[src/rtl/gpioei_pkg.sv]
// Types, codes and constants shared by the GPIO port bank files.
`timescale 1ns / 1ps

package gpioei_pkg;

  localparam int NUM_PORTS_DEF     = 9;
  localparam int NUM_IRQ_PORTS_DEF = 2;
  localparam logic [3:0] PORT_J_INDEX = 4'd8;

  typedef enum logic [2:0] {
    FUNC_READ  = 3'd0,
    FUNC_WRITE = 3'd1,
    FUNC_DRIVE = 3'd2,
    FUNC_CLEAR = 3'd3,
    FUNC_CHECK = 3'd4
  } func_t;

  localparam logic [3:0] REG_IN   = 4'd0;
  localparam logic [3:0] REG_OUT  = 4'd1;
  localparam logic [3:0] REG_DIR  = 4'd2;
  localparam logic [3:0] REG_FLAG = 4'd3;
  localparam logic [3:0] REG_EDGE = 4'd4;
  localparam logic [3:0] REG_EN   = 4'd5;
  localparam logic [3:0] REG_SEL  = 4'd6;
  localparam logic [3:0] REG_SEL2 = 4'd7;
  localparam logic [3:0] REG_REN  = 4'd8;

  // configuration register index
  localparam logic CFG_PULL_MODE = 1'b0;

  // one memory word per port
  typedef struct packed {
    logic [7:0] pin_in;
    logic [7:0] pin_out;
    logic [7:0] pin_dir;
    logic [7:0] func_sel;
    logic [7:0] func_sel2;
    logic [7:0] pull_enable;
    logic [7:0] in_marks;
    logic [7:0] out_marks;
  } port_word_t;

endpackage

[src/rtl/gpio_ports_with_edge_interrupts.sv]
// Top level of the GPIO port bank with edge interrupt flags.
`timescale 1ns / 1ps

// Bank of NUM_PORTS 8-bit GPIO ports; the first NUM_IRQ_PORTS carry interrupt
// flag, edge select and enable registers. Each request is a bus read or write,
// a pin drive, a clear of all change marks or an interrupt check, and gives one
// result. The port's word is read from a synchronous memory when the request is
// taken, then modified and written back as the result is registered. The next
// request is taken the cycle after write back, so a new request is not taken
// before the last one is written back. A result waiting on out_stall holds the
// request in progress, so one more request is taken and then the input stalls
// until the result drains. Per-port valid bits make the memory read as zero
// after reset, with no clearing pass.
module gpio_ports_with_edge_interrupts #(
  parameter int NUM_PORTS     = gpioei_pkg::NUM_PORTS_DEF,
  parameter int NUM_IRQ_PORTS = gpioei_pkg::NUM_IRQ_PORTS_DEF
) (
  input  logic        clk,
  input  logic        rst_n,
  // request channel
  input  logic        in_valid,
  output logic        in_stall,
  input  logic [2:0]  in_func,
  input  logic [3:0]  in_port,
  input  logic [3:0]  in_reg_select,
  input  logic [7:0]  in_wdata,
  input  logic [7:0]  in_pin_mask,
  input  logic [7:0]  in_pull_mask,
  // result channel
  output logic        out_valid,
  input  logic        out_stall,
  output logic [7:0]  out_rdata,
  output logic        out_access_error,
  output logic        out_irq_port1,
  output logic        out_irq_port2,
  output logic [7:0]  out_port_out_value,
  output logic [7:0]  out_port_out_changed,
  output logic [7:0]  out_port_in_changed,
  output logic [7:0]  out_port_dir_value,
  // configuration port
  input  logic        cfg_psel,
  input  logic        cfg_penable,
  input  logic        cfg_pwrite,
  input  logic [2:0]  cfg_paddr,
  input  logic [31:0] cfg_pwdata,
  output logic [31:0] cfg_prdata,
  output logic        cfg_pready
);

  localparam int IDXW = $clog2(NUM_PORTS);

  // configuration
  logic pull_mode_r;

  assign cfg_pready = 1'b1;

  always_ff @(posedge clk) begin
    if (!rst_n) begin
      pull_mode_r <= 1'b1;
    end else if (cfg_psel && cfg_penable && cfg_pwrite &&
                 cfg_paddr[2] == gpioei_pkg::CFG_PULL_MODE) begin
      pull_mode_r <= cfg_pwdata[0];
    end
  end

  always_comb begin
    cfg_prdata = '0;
    if (cfg_paddr[2] == gpioei_pkg::CFG_PULL_MODE) begin
      cfg_prdata = {31'd0, pull_mode_r};
    end
  end

  // request stage
  logic              s1_valid_r;
  logic [2:0]        s1_func_r;
  logic [3:0]        s1_port_r;
  logic [3:0]        s1_reg_r;
  logic [7:0]        s1_wdata_r;
  logic [7:0]        s1_pm_r;
  logic [7:0]        s1_pu_r;
  logic              s1_ok_r;
  logic [IDXW-1:0]   s1_addr_r;

  logic              in_acc;
  logic              s1_done;
  logic              in_ok;
  logic [IDXW-1:0]   rd_addr;

  assign in_stall = s1_valid_r;
  assign in_acc   = in_valid && !s1_valid_r;
  assign s1_done  = s1_valid_r && (!out_valid || !out_stall);
  assign in_ok    = 32'(in_port) < NUM_PORTS;
  assign rd_addr  = in_ok ? in_port[IDXW-1:0] : '0;

  always_ff @(posedge clk) begin
    if (!rst_n) begin
      s1_valid_r <= 1'b0;
    end else if (in_acc) begin
      s1_valid_r <= 1'b1;
    end else if (s1_done) begin
      s1_valid_r <= 1'b0;
    end
  end

  always_ff @(posedge clk) begin
    if (in_acc) begin
      s1_func_r  <= in_func;
      s1_port_r  <= in_port;
      s1_reg_r   <= in_reg_select;
      s1_wdata_r <= in_wdata;
      s1_pm_r    <= in_pin_mask;
      s1_pu_r    <= in_pull_mask;
      s1_ok_r    <= in_ok;
      s1_addr_r  <= rd_addr;
    end
  end

  // port memory
  gpioei_pkg::port_word_t port_mem [NUM_PORTS];
  gpioei_pkg::port_word_t rd_word_r;
  gpioei_pkg::port_word_t nw;
  logic [NUM_PORTS-1:0]   entry_valid_r;
  logic [NUM_PORTS-1:0]   marks_valid_r;
  logic                   mem_we;

  always_ff @(posedge clk) begin
    if (in_acc) begin
      rd_word_r <= port_mem[rd_addr];
    end
    if (mem_we) begin
      port_mem[s1_addr_r] <= nw;
    end
  end

  // interrupt registers
  logic [7:0] irq_flags_r   [NUM_IRQ_PORTS];
  logic [7:0] edge_select_r [NUM_IRQ_PORTS];
  logic [7:0] irq_enable_r  [NUM_IRQ_PORTS];

  logic [7:0] flg, edg, ena;
  logic [7:0] flg_new, edg_new, ena_new;
  logic       is_irq_port;
  logic       reg_exists;
  logic       err;
  logic [7:0] rdata;
  logic [1:0] irq_v;
  logic       raise;
  logic       clear_all;
  gpioei_pkg::port_word_t cur;
  logic [7:0] ndir, nv, ifg;

  always_comb begin
    cur = entry_valid_r[s1_addr_r] ? rd_word_r : '0;
    if (!marks_valid_r[s1_addr_r]) begin
      cur.in_marks  = '0;
      cur.out_marks = '0;
    end

    flg = '0;
    edg = '0;
    ena = '0;
    is_irq_port = 1'b0;
    for (int i = 0; i < NUM_IRQ_PORTS; i++) begin
      if (s1_port_r == 4'(i)) begin
        flg = irq_flags_r[i];
        edg = edge_select_r[i];
        ena = irq_enable_r[i];
        is_irq_port = 1'b1;
      end
    end

    unique case (s1_reg_r)
      gpioei_pkg::REG_IN, gpioei_pkg::REG_OUT,
      gpioei_pkg::REG_DIR, gpioei_pkg::REG_REN:   reg_exists = s1_ok_r;
      gpioei_pkg::REG_FLAG, gpioei_pkg::REG_EDGE,
      gpioei_pkg::REG_EN:                         reg_exists = s1_ok_r && is_irq_port;
      gpioei_pkg::REG_SEL, gpioei_pkg::REG_SEL2:
        reg_exists = s1_ok_r && (s1_port_r != gpioei_pkg::PORT_J_INDEX);
      default:                                    reg_exists = 1'b0;
    endcase

    nw        = cur;
    flg_new   = flg;
    edg_new   = edg;
    ena_new   = ena;
    err       = 1'b0;
    rdata     = '0;
    raise     = 1'b0;
    irq_v     = '0;
    clear_all = 1'b0;
    ndir      = ~cur.pin_dir;
    nv        = '0;
    ifg       = '0;

    unique case (s1_func_r)
      gpioei_pkg::FUNC_READ: begin
        err = !reg_exists;
        if (reg_exists) begin
          unique case (s1_reg_r)
            gpioei_pkg::REG_IN:   rdata = cur.pin_in;
            gpioei_pkg::REG_OUT:  rdata = cur.pin_out;
            gpioei_pkg::REG_DIR:  rdata = cur.pin_dir;
            gpioei_pkg::REG_FLAG: rdata = flg;
            gpioei_pkg::REG_EDGE: rdata = edg;
            gpioei_pkg::REG_EN:   rdata = ena;
            gpioei_pkg::REG_SEL:  rdata = cur.func_sel;
            gpioei_pkg::REG_SEL2: rdata = cur.func_sel2;
            default:              rdata = cur.pull_enable;
          endcase
        end
      end
      gpioei_pkg::FUNC_WRITE: begin
        if (!reg_exists || s1_reg_r == gpioei_pkg::REG_IN) begin
          err = 1'b1;
        end else begin
          unique case (s1_reg_r)
            gpioei_pkg::REG_OUT: begin
              nw.pin_out   = s1_wdata_r & ~cur.func_sel;
              nw.out_marks = cur.pin_out ^ nw.pin_out;
            end
            gpioei_pkg::REG_FLAG: begin
              raise   = ((s1_wdata_r & ~flg) != '0) && ((ena & s1_wdata_r) != '0);
              flg_new = s1_wdata_r;
            end
            gpioei_pkg::REG_EDGE: edg_new      = s1_wdata_r;
            gpioei_pkg::REG_EN:   ena_new      = s1_wdata_r;
            gpioei_pkg::REG_DIR:  nw.pin_dir   = s1_wdata_r;
            gpioei_pkg::REG_SEL:  nw.func_sel  = s1_wdata_r;
            gpioei_pkg::REG_SEL2: nw.func_sel2 = s1_wdata_r;
            default:              nw.pull_enable = s1_wdata_r;
          endcase
        end
      end
      gpioei_pkg::FUNC_DRIVE: begin
        if (!s1_ok_r) begin
          err = 1'b1;
        end else begin
          if (pull_mode_r && s1_pu_r != '0) begin
            nv = (cur.pin_in & ~s1_pm_r & ~s1_pu_r) |
                 (s1_wdata_r & s1_pm_r & ~s1_pu_r & ndir) |
                 (s1_pu_r & cur.pull_enable & cur.pin_out & ndir);
          end else begin
            nv = (cur.pin_in & ~s1_pm_r) | (s1_wdata_r & s1_pm_r & ndir);
          end
          nw.pin_in   = nv;
          nw.in_marks = cur.pin_in ^ nv;
          if (is_irq_port) begin
            // falling edges where edge select is set, rising where clear
            ifg = (~s1_wdata_r & cur.pin_in & s1_pm_r & edg) |
                  (s1_wdata_r & ~cur.pin_in & s1_pm_r & ~edg);
            flg_new = flg | ifg;
            raise   = (ena & ifg) != '0;
          end
        end
      end
      gpioei_pkg::FUNC_CLEAR: begin
        clear_all    = 1'b1;
        nw.in_marks  = '0;
        nw.out_marks = '0;
      end
      gpioei_pkg::FUNC_CHECK: begin
        for (int i = 0; i < NUM_IRQ_PORTS; i++) begin
          irq_v[1'(i)] = (irq_flags_r[i] & irq_enable_r[i]) != '0;
        end
      end
      default: begin
      end
    endcase

    if (raise) begin
      irq_v[s1_port_r[0]] = 1'b1;
    end

    mem_we = s1_done && s1_ok_r &&
             (s1_func_r == gpioei_pkg::FUNC_WRITE || s1_func_r == gpioei_pkg::FUNC_DRIVE);
  end

  always_ff @(posedge clk) begin
    if (!rst_n) begin
      entry_valid_r <= '0;
      marks_valid_r <= '0;
    end else if (s1_done) begin
      if (clear_all) begin
        marks_valid_r <= '0;
      end else if (mem_we) begin
        entry_valid_r[s1_addr_r] <= 1'b1;
        marks_valid_r[s1_addr_r] <= 1'b1;
      end
    end
  end

  always_ff @(posedge clk) begin
    if (!rst_n) begin
      for (int i = 0; i < NUM_IRQ_PORTS; i++) begin
        irq_flags_r[i]   <= '0;
        edge_select_r[i] <= '0;
        irq_enable_r[i]  <= '0;
      end
    end else if (s1_done) begin
      for (int i = 0; i < NUM_IRQ_PORTS; i++) begin
        if (s1_port_r == 4'(i)) begin
          irq_flags_r[i]   <= flg_new;
          edge_select_r[i] <= edg_new;
          irq_enable_r[i]  <= ena_new;
        end
      end
    end
  end

  // result register
  logic out_valid_r;

  assign out_valid = out_valid_r;

  always_ff @(posedge clk) begin
    if (!rst_n) begin
      out_valid_r <= 1'b0;
    end else if (s1_done) begin
      out_valid_r <= 1'b1;
    end else if (!out_stall) begin
      out_valid_r <= 1'b0;
    end
  end

  always_ff @(posedge clk) begin
    if (s1_done) begin
      out_rdata            <= rdata;
      out_access_error     <= err;
      out_irq_port1        <= irq_v[0];
      out_irq_port2        <= irq_v[1];
      out_port_out_value   <= s1_ok_r ? nw.pin_out   : '0;
      out_port_out_changed <= s1_ok_r ? nw.out_marks : '0;
      out_port_in_changed  <= s1_ok_r ? nw.in_marks  : '0;
      out_port_dir_value   <= s1_ok_r ? nw.pin_dir   : '0;
    end
  end

endmodule

[config.mk]
export PLATFORM = sky130hd
export DESIGN_NAME = gpio_ports_with_edge_interrupts
export DESIGN_NICKNAME = d
export VERILOG_FILES = /design/src/rtl/gpioei_pkg.sv /design/src/rtl/gpio_ports_with_edge_interrupts.sv
export SDC_FILE = /design/constraint.sdc
export NUM_CORES = 1
export LEC_CHECK = 0
export BUFFER_PORTS_ARGS = -buffer_cell sky130_fd_sc_hd__buf_2
export CELL_PAD_IN_SITES_DETAIL_PLACEMENT = 1
export CELL_PAD_IN_SITES_GLOBAL_PLACEMENT = 2
export CORE_UTILIZATION = 50
export DETAILED_ROUTE_END_ITERATION = 16
export HOLD_SLACK_MARGIN = 0.05
export PLACE_DENSITY_LB_ADDON = 0.1
export SLEW_MARGIN = 20
export SYNTH_ARGS = -nofsm -noshare
export SYNTH_HDL_FRONTEND = slang
export SYNTH_SLANG_ARGS = --single-unit
[constraint.sdc]
create_clock -name clk -period 19 [get_ports clk]
set_clock_uncertainty 0.1 [all_clocks]
set_input_delay 3.8 -clock clk [delete_from_list [all_inputs] [get_ports clk]]
set_output_delay 3.8 -clock clk [all_outputs]
set_load 0.05 [all_outputs]
==> out/results.tsv <==
stage	metric	value	unit
clocking	clk_latency	630	ps
setup_path	cp.required	15100	ps
synth	synthArstFlopShare	0	%
placed_design	gp_congestion	0.8937	
power_and_ir_drop	power.internal	2.946	mW
power_and_ir_drop	leakagePower	12.44	nW
drt	antenna_left	0	
drt	vias_per_cell	6.193	
power_and_ir_drop	p_per_area	103.7	nW/um^2
synth	netlist_instances	1968	
placed_design	hpwl	53610	microns
grt	first_global_vias	19040	
floorplanning	core.rowCount	93	
clocking	cts_resized	0	
setup_path	path_buf_inv	2	
power_and_ir_drop	pwr-share-seq	51.8	%
run	drv_cap	0	
floorplanning	die_area	66600	sq um
setup_path	cp_slowest_cell	buf_2	
grt	grt_pass1_wl	130000	microns
synth	synth_seq_area_share	71.89	%
worst_hold_path	min_path_type	register to register	
setup_path	cp_max_fo	2	
worst_hold_path	min_from	entry_valid_r[1]	
power_and_ir_drop	p_comb_share	6.2	%
setup_path	reg2reg_from	s1_func_r[0]	
grt	antenna_found_initial	1	
setup_path	reg2regPathDepth	6	
drt	wl	89480	microns
grt	track_usage	27.14	%
setup_path	max_stage_delay	270	ps
synth	yosys-top-cells-area	edfxtp_1, mux4_2, mux2i_1	
setup_path	crit_chain	buf_2 > nor2b_1 > buf_2	
setup_path	cp-start-kind	input port	
setup_path	cp_data_arrival_time	4260	ps
setup_path	cp_num_cells	3	
timing	slew_headroom	20.81	%
clocking	clock-sinks	792	
layout	multiInputGateArea	8660	sq um
clocking	cts_root_buffer	clkbuf_16	
drt	drc	0	
setup_path	path_common_cell	buf_2	
timing	finalCritPeriodShare	42.94	%
power_and_ir_drop	clockPowerShare	42.0	%
drt	wl_per_cell	29.92	microns
clocking	cts_buffer_depth	3	
floorplanning	initial_core_util	50.77	%
layout	regArea	23570	sq um
synth	synth_top_area_cell	edfxtp_1	
synth	synth_edf_count	771	
layout	nFillCells	5905	
setup_path	r2r-end	port_mem[0][36]	
clocking	htreeDepth	3	
synth	yosysTopAreaCellShare	70.61	%
layout	layout_commonest_cell	edfxtp_1	
setup_path	end_kind	output pin	
power_and_ir_drop	p_sw_share	22.90	%
power_and_ir_drop	switching_power	0.8748	mW
synth	syn_area_per_cell	16.66	sq um
layout	drive_gt1_share	20.51	%
timing	worstMarginPinSlew	1175	ps
clocking	post-cts-setup-buffers	0	
timing	max_freq	0.1226	GHz
timing	setup_total_negative_slack	0	ps
layout	antenna_cells	0	
drt	drtIter0Drc	1906	
floorplanning	pin_count	155	
timing	rsz0062_at_grt	false	
grt	grt_max_degree	91	
clocking	ctsHoldBuffers	0	
floorplanning	fp.dieW	258.1	microns
synth	synth.ff_latch_count	792	
timing	maxSlewViolCount	0	
synth	yosysWarnings	0	
synth	yosys_most_used_dff	edfxtp_1	
layout	fin_nets	2148	
synth	ys_types	80	
setup_path	crit_end	cfg_prdata[0]	
timing	hold_violations	0	
setup_path	r2r_slack	14250	ps
drt	via_count	18520	
synth	synthesis.area	32790	sq um
layout	final_cell_mix	edfxtp_1, nand2_1, o21ai_0, mux4_2, mux2i_1	
clocking	cts_buffers	83	
status	status	complete, no violations	
timing	hold_ws	366.7	ps
timing	fin_crit	8158	ps
floorplanning	fp.dieH	258.1	microns
timing	setup_viol	0	
setup_path	critPathTopFamily	buffers and inverters	
setup_path	crit_type	input port to output pin	
layout	area_growth	12.34	%
setup_path	startpoint	cfg_paddr[2]	
clocking	path_clk_slew	60	ps
grt	grt.overflow.total	0	
placed_design	placement.io_buffers	89	
power_and_ir_drop	ir_drop	0.00007902	V
drt	first_pass_iters	5	
floorplanning	core_area	64580	sq um
clocking	tritoncts	done	
## synthesized netlist by cell type, types with 19 or more instances
library cell / count
buf_4: 36
o211ai_1: 19
a22o_1: 27
a21oi_1: 34
dfxtp_1: 21
mux4_2: 130
a22oi_1: 21
clkbuf_1: 73
o21ai_0: 141
and2_1: 33
edfxtp_1: 771
nor2_1: 82
inv_1: 22
nand2_1: 184
nand3_1: 24
mux2i_1: 112
buf_2: 24
## worst min-delay path by stage
stage	end	slack, ps	cells past startpoint
final	entry_valid_r[1]	370	1
after CTS	entry_valid_r[4]	370	1
after global routing	entry_valid_r[1]	390	1
after global placement	marks_valid_r[7]	350	2
after detailed placement	entry_valid_r[4]	350	1
after floorplan	marks_valid_r[2]	330	2
## final cells by class
class,count,area share (%)
Tap cell,855,2.904
Inverter,22,0.2242
Timing Repair Buffer,133,2.106
Clock inverter,45,1.226
Clock buffer,105,6.033
Sequential cell,792,64.00
Multi-Input combinational cell,1039,23.51
## registers in the layout, summed over array words and instances (netlist names), 4 cells and up
register              count
s1_pm_r                   8
entry_valid_r             9
s1_reg_r                  4
out_port_out_changed      8
s1_wdata_r                8
out_rdata                 8
irq_flags_r              16
edge_select_r            16
marks_valid_r             9
out_port_out_value        8
s1_port_r                 4
out_port_in_changed       8
port_mem                576
s1_addr_r                 4
out_port_dir_value        8
s1_pu_r                   8
irq_enable_r             16
rd_word_r                64
## kinds of logic after synthesis
family | after synthesis | share of synthesized area, %
flops | 792 | 71.89
fa+ha+maj | 1 | 0.03053
compound gates | 347 | 7.048
mux | 253 | 12.73
buf+inv | 167 | 2.488
simple gates | 398 | 5.575
xor+xnor | 8 | 0.2137
other cells | 2 | 0.02290
## power groups by stage
stage / Combinational, mW / Clock (mW) / Sequential, mW
6_report: 0.237 / 1.60 / 1.98
5_1_grt: 0.252 / 1.69 / 1.98
4_1_cts: 0.237 / 1.63 / 1.98
3_5_place_dp: 0.236 / 0 / 2.02
3_3_place_gp: 0.231 / 0 / 2.01
2_1_floorplan: 0.153 / 0 / 2.02
## metrics by stage
step	power, mW	area (sq um)	util (%)	std cells	setup slack, ps
6_report	3.821	36830	57.04	2991	10840
5_1_grt	3.921	36830	57.04	2991	10790
4_1_cts	3.847	36830	57.03	2991	10840
3_5_place_dp	2.252	34160	52.89	2841	10840
3_3_place_gp	2.246	34160	52.89	2841	10830
2_1_floorplan	2.169	32900	-	1998	5632
## metal layers
layer / global-route usage (%) / vias up / routed length [microns]
li1: - / 7934 / -
met1: 39.45 / 9832 / 39070
met2: 43.50 / 634 / 43160
met3: 3.475 / 122 / 5181
met4: 7.594 / 0 / 2065
met5: 0 / - / 0
(Power assumes the default switching activity.)
